**config.mk**
```make
export PLATFORM = sky130hd
export DESIGN_NAME = swm_cell
export DESIGN_NICKNAME = d
export VERILOG_FILES = /design/src/rtl/swm_pkg.sv /design/src/rtl/swm_cell.sv
export SDC_FILE = /design/constraint.sdc
export NUM_CORES = 1
export LEC_CHECK = 0
export ABC_AREA = 1
export BUFFER_PORTS_ARGS = -buffer_cell sky130_fd_sc_hd__buf_2
export CAP_MARGIN = 30
export CELL_PAD_IN_SITES_DETAIL_PLACEMENT = 1
export CELL_PAD_IN_SITES_GLOBAL_PLACEMENT = 1
export CORE_MARGIN = 3
export CORE_UTILIZATION = 35
export CTS_CLUSTER_SIZE = 16
export DETAILED_ROUTE_END_ITERATION = 10
export PLACE_DENSITY = 0.91
export SLEW_MARGIN = 0
export SYNTH_ARGS = -nofsm -noshare
export SYNTH_HDL_FRONTEND = slang
export SYNTH_SLANG_ARGS = --single-unit
```
**constraint.sdc**
```tcl
create_clock -name clk_i -period 11 [get_ports clk_i]
set_input_delay 2.2 -clock clk_i [delete_from_list [all_inputs] [get_ports clk_i]]
set_output_delay 2.2 -clock clk_i [all_outputs]
set_load 0.03 [all_outputs]
```
**src/rtl/swm_pkg.sv**
```systemverilog
// Shared types and constants of the sliding window median cost block.
package swm_pkg;

  localparam int COST_W = 42;
  localparam int CFG_W  = 11;

  typedef enum logic [1:0] {
    ST_IDLE,
    ST_UPD,
    ST_SUM
  } state_e;

  typedef struct packed {
    logic upd;
    logic restart;
    logic evict;
    logic clear;
  } cell_ctl_t;

endpackage

```
**src/rtl/swm_cell.sv**
```systemverilog
// One cell of the sorted chain: holds one window sample, shifts on evict and insert.
module swm_cell import swm_pkg::*; #(
  parameter int SAMPLE_BITS = 32,
  parameter bit IS_HEAD     = 1'b0
) (
  input  logic                   clk_i,
  input  logic                   rst_ni,
  input  cell_ctl_t              ctl_i,
  input  logic [SAMPLE_BITS-1:0] smp_i,
  input  logic [SAMPLE_BITS-1:0] ev_i,
  input  logic [SAMPLE_BITS-1:0] lft_r_i,
  input  logic                   lft_rvld_i,
  input  logic                   lft_ins_i,
  input  logic [SAMPLE_BITS-1:0] rgt_val_i,
  input  logic                   rgt_vld_i,
  output logic [SAMPLE_BITS-1:0] val_o,
  output logic                   vld_o,
  output logic [SAMPLE_BITS-1:0] r_o,
  output logic                   rvld_o,
  output logic                   ins_o
);

  logic [SAMPLE_BITS-1:0] val_q, val_d;
  logic                   vld_q, vld_d;
  logic                   rm;
  logic [SAMPLE_BITS-1:0] r_val;
  logic                   r_vld;
  logic                   ins;

  always_comb begin
    rm    = ctl_i.evict && vld_q && (val_q >= ev_i);
    r_val = rm ? rgt_val_i : val_q;
    r_vld = rm ? rgt_vld_i : vld_q;
    ins   = !r_vld || (r_val > smp_i);
    if (ctl_i.restart) begin
      val_d = smp_i;
      vld_d = IS_HEAD;
    end else if (lft_ins_i) begin
      val_d = lft_r_i;
      vld_d = lft_rvld_i;
    end else if (ins) begin
      val_d = smp_i;
      vld_d = 1'b1;
    end else begin
      val_d = r_val;
      vld_d = r_vld;
    end
  end

  always_ff @(posedge clk_i or negedge rst_ni) begin
    if (!rst_ni) begin
      vld_q <= 1'b0;
    end else if (ctl_i.clear) begin
      vld_q <= 1'b0;
    end else if (ctl_i.upd) begin
      vld_q <= vld_d;
    end
  end

  always_ff @(posedge clk_i) begin
    if (ctl_i.upd) begin
      val_q <= val_d;
    end
  end

  assign val_o  = val_q;
  assign vld_o  = vld_q;
  assign r_o    = r_val;
  assign rvld_o = r_vld;
  assign ins_o  = ins;

endmodule

```
Word level (Yosys, flattened, before mapping)
Index checks and enable logic that the tools add are counted.
{"block": "op_classes", "muxes": 10, "order_cmp": 2, "n_reduce_logical": 5}
{"cell": "$mux W32", "count": 4}
{"cell": "$ge A32 B32 Y1", "count": 1}
{"cell": "$gt A32 B32 Y1", "count": 1}
{"cell": "$mux W1", "count": 6}
{"cell": "$logic_and A1 B1 Y1", "count": 2}
{"cell": "$reduce_bool A2 Y1", "count": 1}
{"cell": "$logic_not A1 Y1", "count": 1}
{"cell": "$logic_or A1 B1 Y1", "count": 1}
{"block": "totals", "elab_cells": 19, "input_bits": 137, "ff_bits": 33, "output_inout_bits": 67}

Longest topological paths before layout
Gate-level depths: netlist of run 1.
{"block": "depth", "word_depth": 10, "depth_mapped": 35, "mapped_depth_nobuf": 34}

Worst setup path after synthesis of run 1
No wires, ideal clock.
{"block": "synth_timing", "path_kind": "input -> output", "from": "input ev_i[7]", "to": "output ins_o", "arrival_time_ps": 4890, "required_time_ps": 8800, "stages": 24, "path_slack_ps": 3910, "path_buffers": 2, "cell_sequence": "inv_1 -> ha_1 -> nand2_1 -> inv_2 -> nand2_1 -> nand2_1 -> nor2_1 -> nand2_1 -> nand2_1 -> nand2_1 -> nand2_1 -> nand2_4 -> nand2_4 -> buf_2 -> nand2_1 -> nand2_1 -> inv_1 -> ha_1 -> nand3_1 -> nor4_2 -> nand4_1 -> nand2_2 -> nand3_4 -> buf_6"}
{"block": "synth_via", "elab_chain_cells": 5, "elab_cells_between_ends": 7, "classes_between": "2 x order compare; 2 x mux; 3 x reduce/logical"}
{"item": "start: declaration", "line_no": "swm_cell.sv:10", "source": "input logic [SAMPLE_BITS-1:0] ev_i,"}
{"item": "$ge A32 B32 Y1", "line_no": "swm_cell.sv:31", "source": "rm = ctl_i.evict && vld_q && (val_q >= ev_i);"}
{"item": "$logic_and A1 B1 Y1", "line_no": "swm_cell.sv:31"}
{"item": "$mux W32", "line_no": "swm_cell.sv:32", "source": "r_val = rm ? rgt_val_i : val_q;"}
{"item": "via r_o[23]", "line_no": "swm_cell.sv:18", "source": "output logic [SAMPLE_BITS-1:0] r_o,"}
{"item": "$gt A32 B32 Y1", "line_no": "swm_cell.sv:34", "source": "ins = !r_vld || (r_val > smp_i);"}
{"item": "$logic_or A1 B1 Y1", "line_no": "swm_cell.sv:34"}
{"item": "end: declaration", "line_no": "swm_cell.sv:20", "source": "output logic ins_o"}
The timed path passes the listed nets, and every way through them passes these cells.

Worst setup path in the final report of run 1
{"block": "layout_timing", "from": "input ev_i[3]", "to": "output ins_o"}
{"block": "layout_via", "elab_chain_cells": 5, "elab_cells_between_ends": 7, "classes_between": "2 x order compare; 2 x mux; 3 x reduce/logical"}
{"item": "$ge A32 B32 Y1 (*)", "line_no": "swm_cell.sv:31"}
{"item": "$logic_and A1 B1 Y1 (*)", "line_no": "swm_cell.sv:31"}
{"item": "$mux W32 or $mux W1 (tied branches)", "line_no": "swm_cell.sv:32, swm_cell.sv:33"}
{"item": "$gt A32 B32 Y1 or $logic_not A1 Y1 (tied branches)", "line_no": "swm_cell.sv:34"}
{"item": "$logic_or A1 B1 Y1 (*)", "line_no": "swm_cell.sv:34"}
Every way passes the cells marked *; elsewhere a longest branch is shown, timed or not.

==> impl_summary.md, run 1 <==
Logic synthesis
The portion of synthesized area spent on multiplexers is 0%. For this run, asynchronously set or reset flops after synthesis account for 3.03%. The area share of the leading cell type in the synthesized netlist is 20.8%. The unique cell type count in the Yosys netlist is 30. In this run, synthesis produced a sequential element count of 33. The most used flip-flop cell after synthesis is sky130_fd_sc_hd__edfxtp_1. The synthesized netlist devotes 12.4% of its cell area to compound gates. The cell area that synthesis handed to floorplanning was 0.00462 mm2.

Averaged over all synthesized cells, the footprint is 6.45 um2. Summing the areas of all xor and xnor instances in the mapped netlist gives 0% of the synthesized area. Synthesis produced 716 cells. The most frequently used cell type in the post-synthesis netlist is sky130_fd_sc_hd__nand2_1. After synthesis, the cell types taking the most area are sky130_fd_sc_hd__edfxtp_1 21%, sky130_fd_sc_hd__ha_1 17%, sky130_fd_sc_hd__nand2_1 13%. The register area share after synthesis is 21.3%. The largest family of logic cells by synthesized area is simple AND/OR/NAND/NOR gates. The Yosys step of the flow raised 0 warnings. The synthesized-area fraction occupied by adder cells is 17.3%.

The number of flops mapped to enable cells by yosys is 32. The synthesized design spends more area on one cell type than any other, namely sky130_fd_sc_hd__edfxtp_1. Summing the areas of all and, or, nand and nor instances in the mapped netlist gives 32.2% of the synthesized area. The number of nets in the synthesized netlist is 917. Counting instances in the post-synthesis netlist gives the leading cell types as 156 x sky130_fd_sc_hd__nand2_1, 154 x sky130_fd_sc_hd__inv_1, 92 x sky130_fd_sc_hd__a21oi_1.

Worst setup path
The data arrival time at the worst-slack endpoint is 6.97 ns. The type of the worst setup path is input pin to output pin. The top fanout value on the critical path is 35. The data required time at the worst endpoint is 8.80 ns. Counting cells, the worst reg-to-reg path comes to 23.

The endpoint identified for the worst register-to-register timing path is val_o[0]$_DFFE_PP_. The slack of the worst reg-to-reg path is 5.60 ns. The worst setup path is captured at an output pin. The element type at the critical path start is an input pin. In this run the critical register-to-register path is launched from val_o[9]$_DFFE_PP_.

Pwr
IR analysis of the VDD net gives a maximum drop of 0.0476 mV. The power density over the cells is 98.5 mW/mm2. The internal power of the cells totals 0.325 mW. In this run, flip-flops and latches consume 27.7% of the power. Combinational logic burns 47.0% of the power. The power dissipated by switching net loads is 0.252 mW. The proportion of total power due to net switching is 43.7%. The share of power burned in the clock network is 25.3%.

The static power due to leakage is 3.47 nW.

Die
The initial core utilization is 36.2%. The area of the placeable core is 0.0128 mm2. The full die area is 0.0146 mm2. The die is 121 um wide. 204 I/O pins were placed. The height of the die is 121 um.

The row count is 41.

Final layout
The share of final-layout standard cells stronger than drive strength 1 is 26.0%. The area growth from synthesis to layout is 26.8%. The final net count is 1099.

Timing
Setup violations remaining at the end of the flow were counted as 0. The slew of the pin with the lowest slew margin is 0.977 ns. Headroom to the max-slew limit came out at 34.8%. Setup repair after global routing left no endpoint under its margin.

For the final routed database, the setup TNS stands at 0 ns. The final-report max-slew violation count is 0. The count of final hold-check violations is 0. The setup skew after layout is 0.00432 ns. The fraction of the cycle the final worst path needs is 83.4%.

The final critical path time including I/O delays and setup is 9.17 ns. The tightest hold path in the finished design has a slack of 0.729 ns. Based on the critical path, the design can be clocked at up to 109 MHz.

Drt
Detailed routing inserted a total of 5392 vias. The average wire per standard cell is 16.9 um. In the routed design, unresolved DRC markers number 0. For this run, the detailed router's first-pass iteration total came to 4.

The starting DRC count in detailed routing is 218. In this run the remaining antenna-violating nets after routing total 0. In the routed layout, each cell is associated on average with a via count of 5.03. The final routed wirelength across all metal layers is 18.1 mm.

Global route
The overall overflow remaining after global route is 0. The number of global-route vias before repair is 5829. Entering global routing, the biggest net connects 36 pins.

In the global route stage, overall resource usage came out at 24.7%. The initial antenna violation count is 1. The first-pass GRT wire length is 28.6 mm.

Clock network
The clock passes through at most 2 buffers. The CTS clock-pin slew for the worst setup and hold paths is 0.06 ns. The number of buffers inserted by hold repair at cts is 0. The number of clock buffers added by TritonCTS is 5. The number of clock sinks seen by CTS is 33. After clock tree synthesis, the repair step resized 0 gates. The clock latency on the worst-skew pair is 0.29 ns. The H-tree level count is 2. In this run the clock root is driven by a sky130_fd_sc_hd__clkbuf_16. TritonCTS built the clock tree. The number of buffers inserted to repair setup after CTS is 0.

Min path
Counting instances, the worst hold path has a depth of 2. The worst hold path begins at vld_o$_DFFE_PN0P_. The min-delay analysis places its worst path in the category flop to flop. The path with the worst hold slack has its endpoint at vld_o$_DFFE_PN0P_.

Placed design
The final HPWL from detailed placement is 13.9 mm. Buffers placed on the I/O ports in this run total 203. The congestion estimate from routability-driven global placement came to 0.809.

Run status
The flow ran to the end, and the final reports show no timing, DRC or antenna violations.

Job
The tool flagged a number of max-cap violations equal to 0.
critical path: stages:
cell and delay (ns):
sky130_fd_sc_hd__buf_2 0.08, sky130_fd_sc_hd__inv_1 0.04, sky130_fd_sc_hd__ha_1 0.34, sky130_fd_sc_hd__a21oi_1 0.17, sky130_fd_sc_hd__nand2_1 0.11, sky130_fd_sc_hd__nand2_1 0.07
sky130_fd_sc_hd__nand2_1 0.09, sky130_fd_sc_hd__nand2_1 0.07, sky130_fd_sc_hd__nand2_1 0.07, sky130_fd_sc_hd__nand2_1 0.11, sky130_fd_sc_hd__nand2_4 0.27, sky130_fd_sc_hd__nand2_4 0.44
sky130_fd_sc_hd__nand2_1 0.11, sky130_fd_sc_hd__nand2_1 0.10, sky130_fd_sc_hd__inv_1 0.07, sky130_fd_sc_hd__ha_1 0.29, sky130_fd_sc_hd__nand2_1 0.07, sky130_fd_sc_hd__nor2_2 0.12
sky130_fd_sc_hd__nand2_1 0.10, sky130_fd_sc_hd__nor4_2 0.26, sky130_fd_sc_hd__nand4_1 0.17, sky130_fd_sc_hd__nand2_2 0.67, sky130_fd_sc_hd__nand3_4 0.56, sky130_fd_sc_hd__buf_2 0.37
area by class of cell:
type	instances	area [um2]
multi-input cells	493	2860
well taps	172	215
diodes	1	2.50
flip-flops and latches	33	986
repair buffers	206	1060
clock buffers	8	136
fillers	1821	6920
inverters	159	597
metrics by stage:
stage | setup WS, ns | utilization, % | area, um2 | total power, mW | instances
floorplan | 3.91 | - | 4620 | 0.340 | 716
global placement | 1.98 | 44.5 | 5690 | 0.423 | 1062
detailed placement | 1.79 | 44.7 | 5720 | 0.433 | 1063
CTS | 1.78 | 45.8 | 5850 | 0.582 | 1071
global route | 1.36 | 45.8 | 5850 | 0.620 | 1072
finish | 1.83 | 45.8 | 5850 | 0.577 | 1072
cells in the final DEF (no fill, tap or decap), types with 2 or more instances in the layout:
cell type,netlist,routed
sky130_fd_sc_hd__buf_2,9,203
sky130_fd_sc_hd__nand2_1,156,156
sky130_fd_sc_hd__inv_1,154,154
sky130_fd_sc_hd__a21oi_1,92,92
sky130_fd_sc_hd__nand3_1,71,71
sky130_fd_sc_hd__ha_1,64,64
sky130_fd_sc_hd__nor2_1,48,48
sky130_fd_sc_hd__edfxtp_1,32,32
sky130_fd_sc_hd__nand3b_1,18,18
sky130_fd_sc_hd__nand3_2,10,10
sky130_fd_sc_hd__nand4_1,6,6
sky130_fd_sc_hd__o21ai_0,6,6
sky130_fd_sc_hd__clkbuf_16,0,5
sky130_fd_sc_hd__inv_2,4,4
sky130_fd_sc_hd__o21ai_1,4,4
sky130_fd_sc_hd__o21a_1,3,3
sky130_fd_sc_hd__nand2_4,3,3
sky130_fd_sc_hd__clkbuf_1,15,3
sky130_fd_sc_hd__nor3_1,2,2
sky130_fd_sc_hd__nand2_2,2,2
sky130_fd_sc_hd__o21bai_1,2,2
sky130_fd_sc_hd__buf_4,1,2
cell families after synthesis:
family,after synthesis
AOI/OAI and AO/OA,110
adders and majority gates,64
buffers and inverters,190
DFF,33
and+or+nand+nor,319
registers in the layout, summed over array words and instances (netlist names):
signal and flops:
vld_o 1, val_o 32
how the worst max path moves through the flow:
| stage | startpoint | end | cells past startpoint |
|---|---|---|---|
| detailed placement | ev_i[3] | ins_o | 24 |
| finish | ev_i[3] | ins_o | 24 |
| CTS | ev_i[3] | ins_o | 24 |
| global route | ev_i[11] | ins_o | 22 |
| global placement | ev_i[3] | ins_o | 26 |
| floorplan | ev_i[7] | ins_o | 24 |
metal layers:
layer / GRT usage (%) / share of wire, % / vias to the layer above
li1: - / - / 2665
met4: 7.29 / 2.2 / 0
met5: 0 / 0 / -
met2: 45.3 / 50 / 160
met3: 4.62 / 6.0 / 28
met1: 28.9 / 42 / 2539
power by group through the flow:
stage	Sequential, mW	Clock [mW]	Combinational, mW
6_report	0.160	0.146	0.271
5_1_grt	0.161	0.156	0.303
3_3_place_gp	0.162	0	0.261
3_5_place_dp	0.162	0	0.271
4_1_cts	0.160	0.150	0.272
2_1_floorplan	0.178	0	0.162
(Power assumes the default switching activity.)
==> run 2, diff against run 1 <==
CORE_UTILIZATION = 30   (was 35)
PLACE_DENSITY = 0.84   (was 0.91)
clock period = 8.1 ns   (was 11 ns; I/O delays follow)
==> impl_summary.md, run 2 (same netlist as run 1, synthesis figures left out) <==
Worst setup path
The standard cell with the maximum stage delay on the critical path is sky130_fd_sc_hd__nand2_4. The element type at the critical path start is an input pin. The delay of the slowest cell on the worst path is 0.43 ns (-0.24 ns). The kind of cell with the highest combined delay along the critical path is simple AND/OR/NAND/NOR gates. The number of buffers and inverters on the critical path is 5 (+1). The kind of end point of the critical path is an output pin.

Among the stages of the critical path, the cell type that occurs most often is sky130_fd_sc_hd__nand2_1. The slack of the worst reg-to-reg path is 3.49 ns (-2.11 ns). The worst-case reg-to-reg path depth came to 28 (+22%). The worst flop-to-flop path startpoint is val_o[5]$_DFFE_PP_. The data arrival time at the worst-slack endpoint came to 5.17 ns (-1.80 ns). The top fanout value on the critical path was 35 (unchanged).

The critical path in this run is classified as input pin to output pin. The data required time at the worst endpoint is 6.48 ns (-2.32 ns). The launch point of the critical path is ev_i[2].

The reg-to-reg endpoint is val_o[11]$_DFFE_PP_.

Pwr
The power dissipated by switching net loads is 0.346 mW (+37%). The power density over the cells is 137 mW/mm2 (+39%). The static power due to leakage is 3.48 nW (+0.32%). The internal power summed over all cells is 0.457 mW (+41%). The portion of total power attributed to combinational logic was 45.9% (-1.1 points). The share of power burned in the clock network came to 27.1% (+1.8 points). The peak supply drop was 0.0748 mV (+57%). The proportion of total power due to net switching is 43.1% (-0.64 points). The fraction of power consumed by sequential logic was 27.0% (-0.7 points).

Drt
The via count is 5354 (-0.70%). The final routed wirelength across all metal layers is 18.2 mm (+0.29%). The starting DRC count in detailed routing is 208 (-4.6%). The average wire per standard cell is 16.7 um (-0.82%). The number of design rule violations left after detail routing came to 0 (unchanged).

The average via count per standard cell is 4.94 (-1.8%). The first-pass detailed-route iteration total is 4 (unchanged). The remaining antenna violation count is 0 (unchanged).

Clock network
The CTS clock-pin slew for the worst setup and hold paths is 0.06 ns (about the same). The number of buffers on the longest clock path was 2 (unchanged). The H-tree level count is 2 (unchanged). The number of clock sinks seen by CTS is 33 (unchanged). TritonCTS built the clock tree. The number of buffers inserted to repair setup after CTS is 0 (unchanged). The clock latency on the worst-skew pair came to 0.29 ns (about the same). The cell sitting at the root of the clock tree is a sky130_fd_sc_hd__clkbuf_16.

The number of gates given a new drive strength after cts is 0 (unchanged). The total CTS buffers was 5 (unchanged). The number of buffers inserted by hold repair at cts is 0 (unchanged).

Final layout
The flip-flop count of the largest register, all copies and words added is 32 (unchanged). The number of antenna cells inserted came to 0 (-1). The storage element area is 986 um2 (unchanged). The share of final-layout standard cells stronger than drive strength 1 was 26.4% (+0.42 points). The library cells used most frequently in the layout, excluding fill and tap cells, are 203 x sky130_fd_sc_hd__buf_2, 156 x sky130_fd_sc_hd__nand2_1, 154 x sky130_fd_sc_hd__inv_1. The final net count was 1100 (+0.091%). The library cell used most frequently in the layout, excluding fill and tap cells, is sky130_fd_sc_hd__buf_2. The final instance area is 0.00588 mm2 (+0.36%).

Relative to the synthesized area, the layout overhead comes to 27.2%. The area of combinational cells with multiple inputs is 0.00286 mm2 (unchanged). The number of inserted filler cells in the final layout came to 2008 (+10%).

Timing
The count of final hold-check violations is 0 (unchanged). The maximum clock frequency is 147 MHz. The accumulated negative setup slack came to 0 ns (unchanged). The final critical path time including I/O delays and setup is 6.79 ns. The final-report max-slew violation count is 0 (unchanged). The setup skew after layout is 0.00575 ns (+0.00142 ns). The total setup violations reported at the end of the flow is 0 (unchanged). The worst max-slew margin expressed relative to the limit is 34.6% (-0.27 points). The fraction of the cycle the final worst path needs is 83.9%.

The slew of the pin with the lowest slew margin came to 0.982 ns (+0.00409 ns). Setup repair after global routing left no endpoint under its margin.

Global route
The maximum number of pins on one net before global-route repair was 36 (unchanged). The initial antenna violation count came to 0 (-1). The overall global routing resource usage is 21.2% (-3.5 points). The number of global-route vias before repair is 5620 (-3.6%). The first-pass GRT wire length is 28.3 mm (-1.2%). The overall overflow remaining after global route is 0 (unchanged).

Die
The row count is 44 (+7.3%). The boundary pin count is 204 (unchanged). The height of the die is 130 um (+7.6%).

The initial core utilization came to 31.2% (-5.0 points). The area of the placeable core is 0.0148 mm2 (+16%). The full die area came to 0.0169 mm2 (+16%).

The overall die width is 130 um (+7.6%).

Min path
The number of cells on the worst hold path was 2 (unchanged). The path with the worst hold slack has its endpoint at vld_o$_DFFE_PN0P_. The worst min-delay path startpoint is vld_o$_DFFE_PN0P_. The min-delay analysis places its worst path in the category flop to flop.

Run status
The flow ran to the end, and the final reports show no timing, DRC or antenna violations.

Placed design
The final HPWL from detailed placement was 14.0 mm (+0.45%). The port buffer count was 203 (unchanged). The final weighted congestion of routability-driven global placement is 0.846 (+4.6%). The area of placed instances is 0.00572 mm2 (about the same).

Job
The number of violations of the max-capacitance limit is 0 (unchanged).
[run 2: per-layer routing]
| layer | vias to the layer above | global-route usage [%] | share of wire (%) |
|---|---|---|---|
| li1 | 2652 | - | - |
| met1 | 2488 | 26.5 | 44 |
| met2 | 191 | 37.6 | 48 |
| met3 | 23 | 3.52 | 5.6 |
| met4 | 0 | 5.44 | 1.9 |
| met5 | - | 0 | 0 |
[run 2: worst max path at each step]
stage / end / slack (ns) / cells past startpoint
6_report: ins_o / 1.31 / 26
5_1_grt: ins_o / 0.88 / 27
4_1_cts: ins_o / 1.23 / 22
3_5_place_dp: ins_o / 1.24 / 26
3_3_place_gp: ins_o / 1.27 / 26
2_1_floorplan: ins_o / 2.17 / 24
[run 2: metrics by stage]
stage	util, %	worst slack, ns	power [mW]	instances	hold WS [ns]
floorplan	-	2.17	0.462	716	0.761
global placement	38.6	1.27	0.580	1076	0.686
detailed placement	38.6	1.24	0.590	1076	0.696
CTS	39.7	1.23	0.809	1084	0.705
global route	39.7	0.883	0.859	1084	0.751
finish	39.7	1.31	0.803	1084	0.697
[run 2: layout make-up]
type | instances | share of cell area, %
Inverter | 159 | 10.2
Tap cell | 184 | 3.92
Clock inverter | 1 | 0.0852
Sequential cell | 33 | 16.8
Clock buffer | 7 | 2.60
Timing Repair Buffer | 207 | 17.8
Multi-Input combinational cell | 493 | 48.7
[run 2: power by group through the flow]
stage               logic [mW]  clock network [mW]  registers [mW]
detailed placement       0.369                   0           0.221
global placement         0.359                   0           0.221
global route             0.413               0.227           0.219
floorplan                0.220                   0           0.242
finish                   0.368               0.218           0.217
CTS                      0.371               0.221           0.217
[run 2: worst min-delay path: stages (launching register included)]
cell and delay, ns:
sky130_fd_sc_hd__dfrtp_1 0.47, sky130_fd_sc_hd__nor2_1 0.14, sky130_fd_sc_hd__a211oi_1 0.05
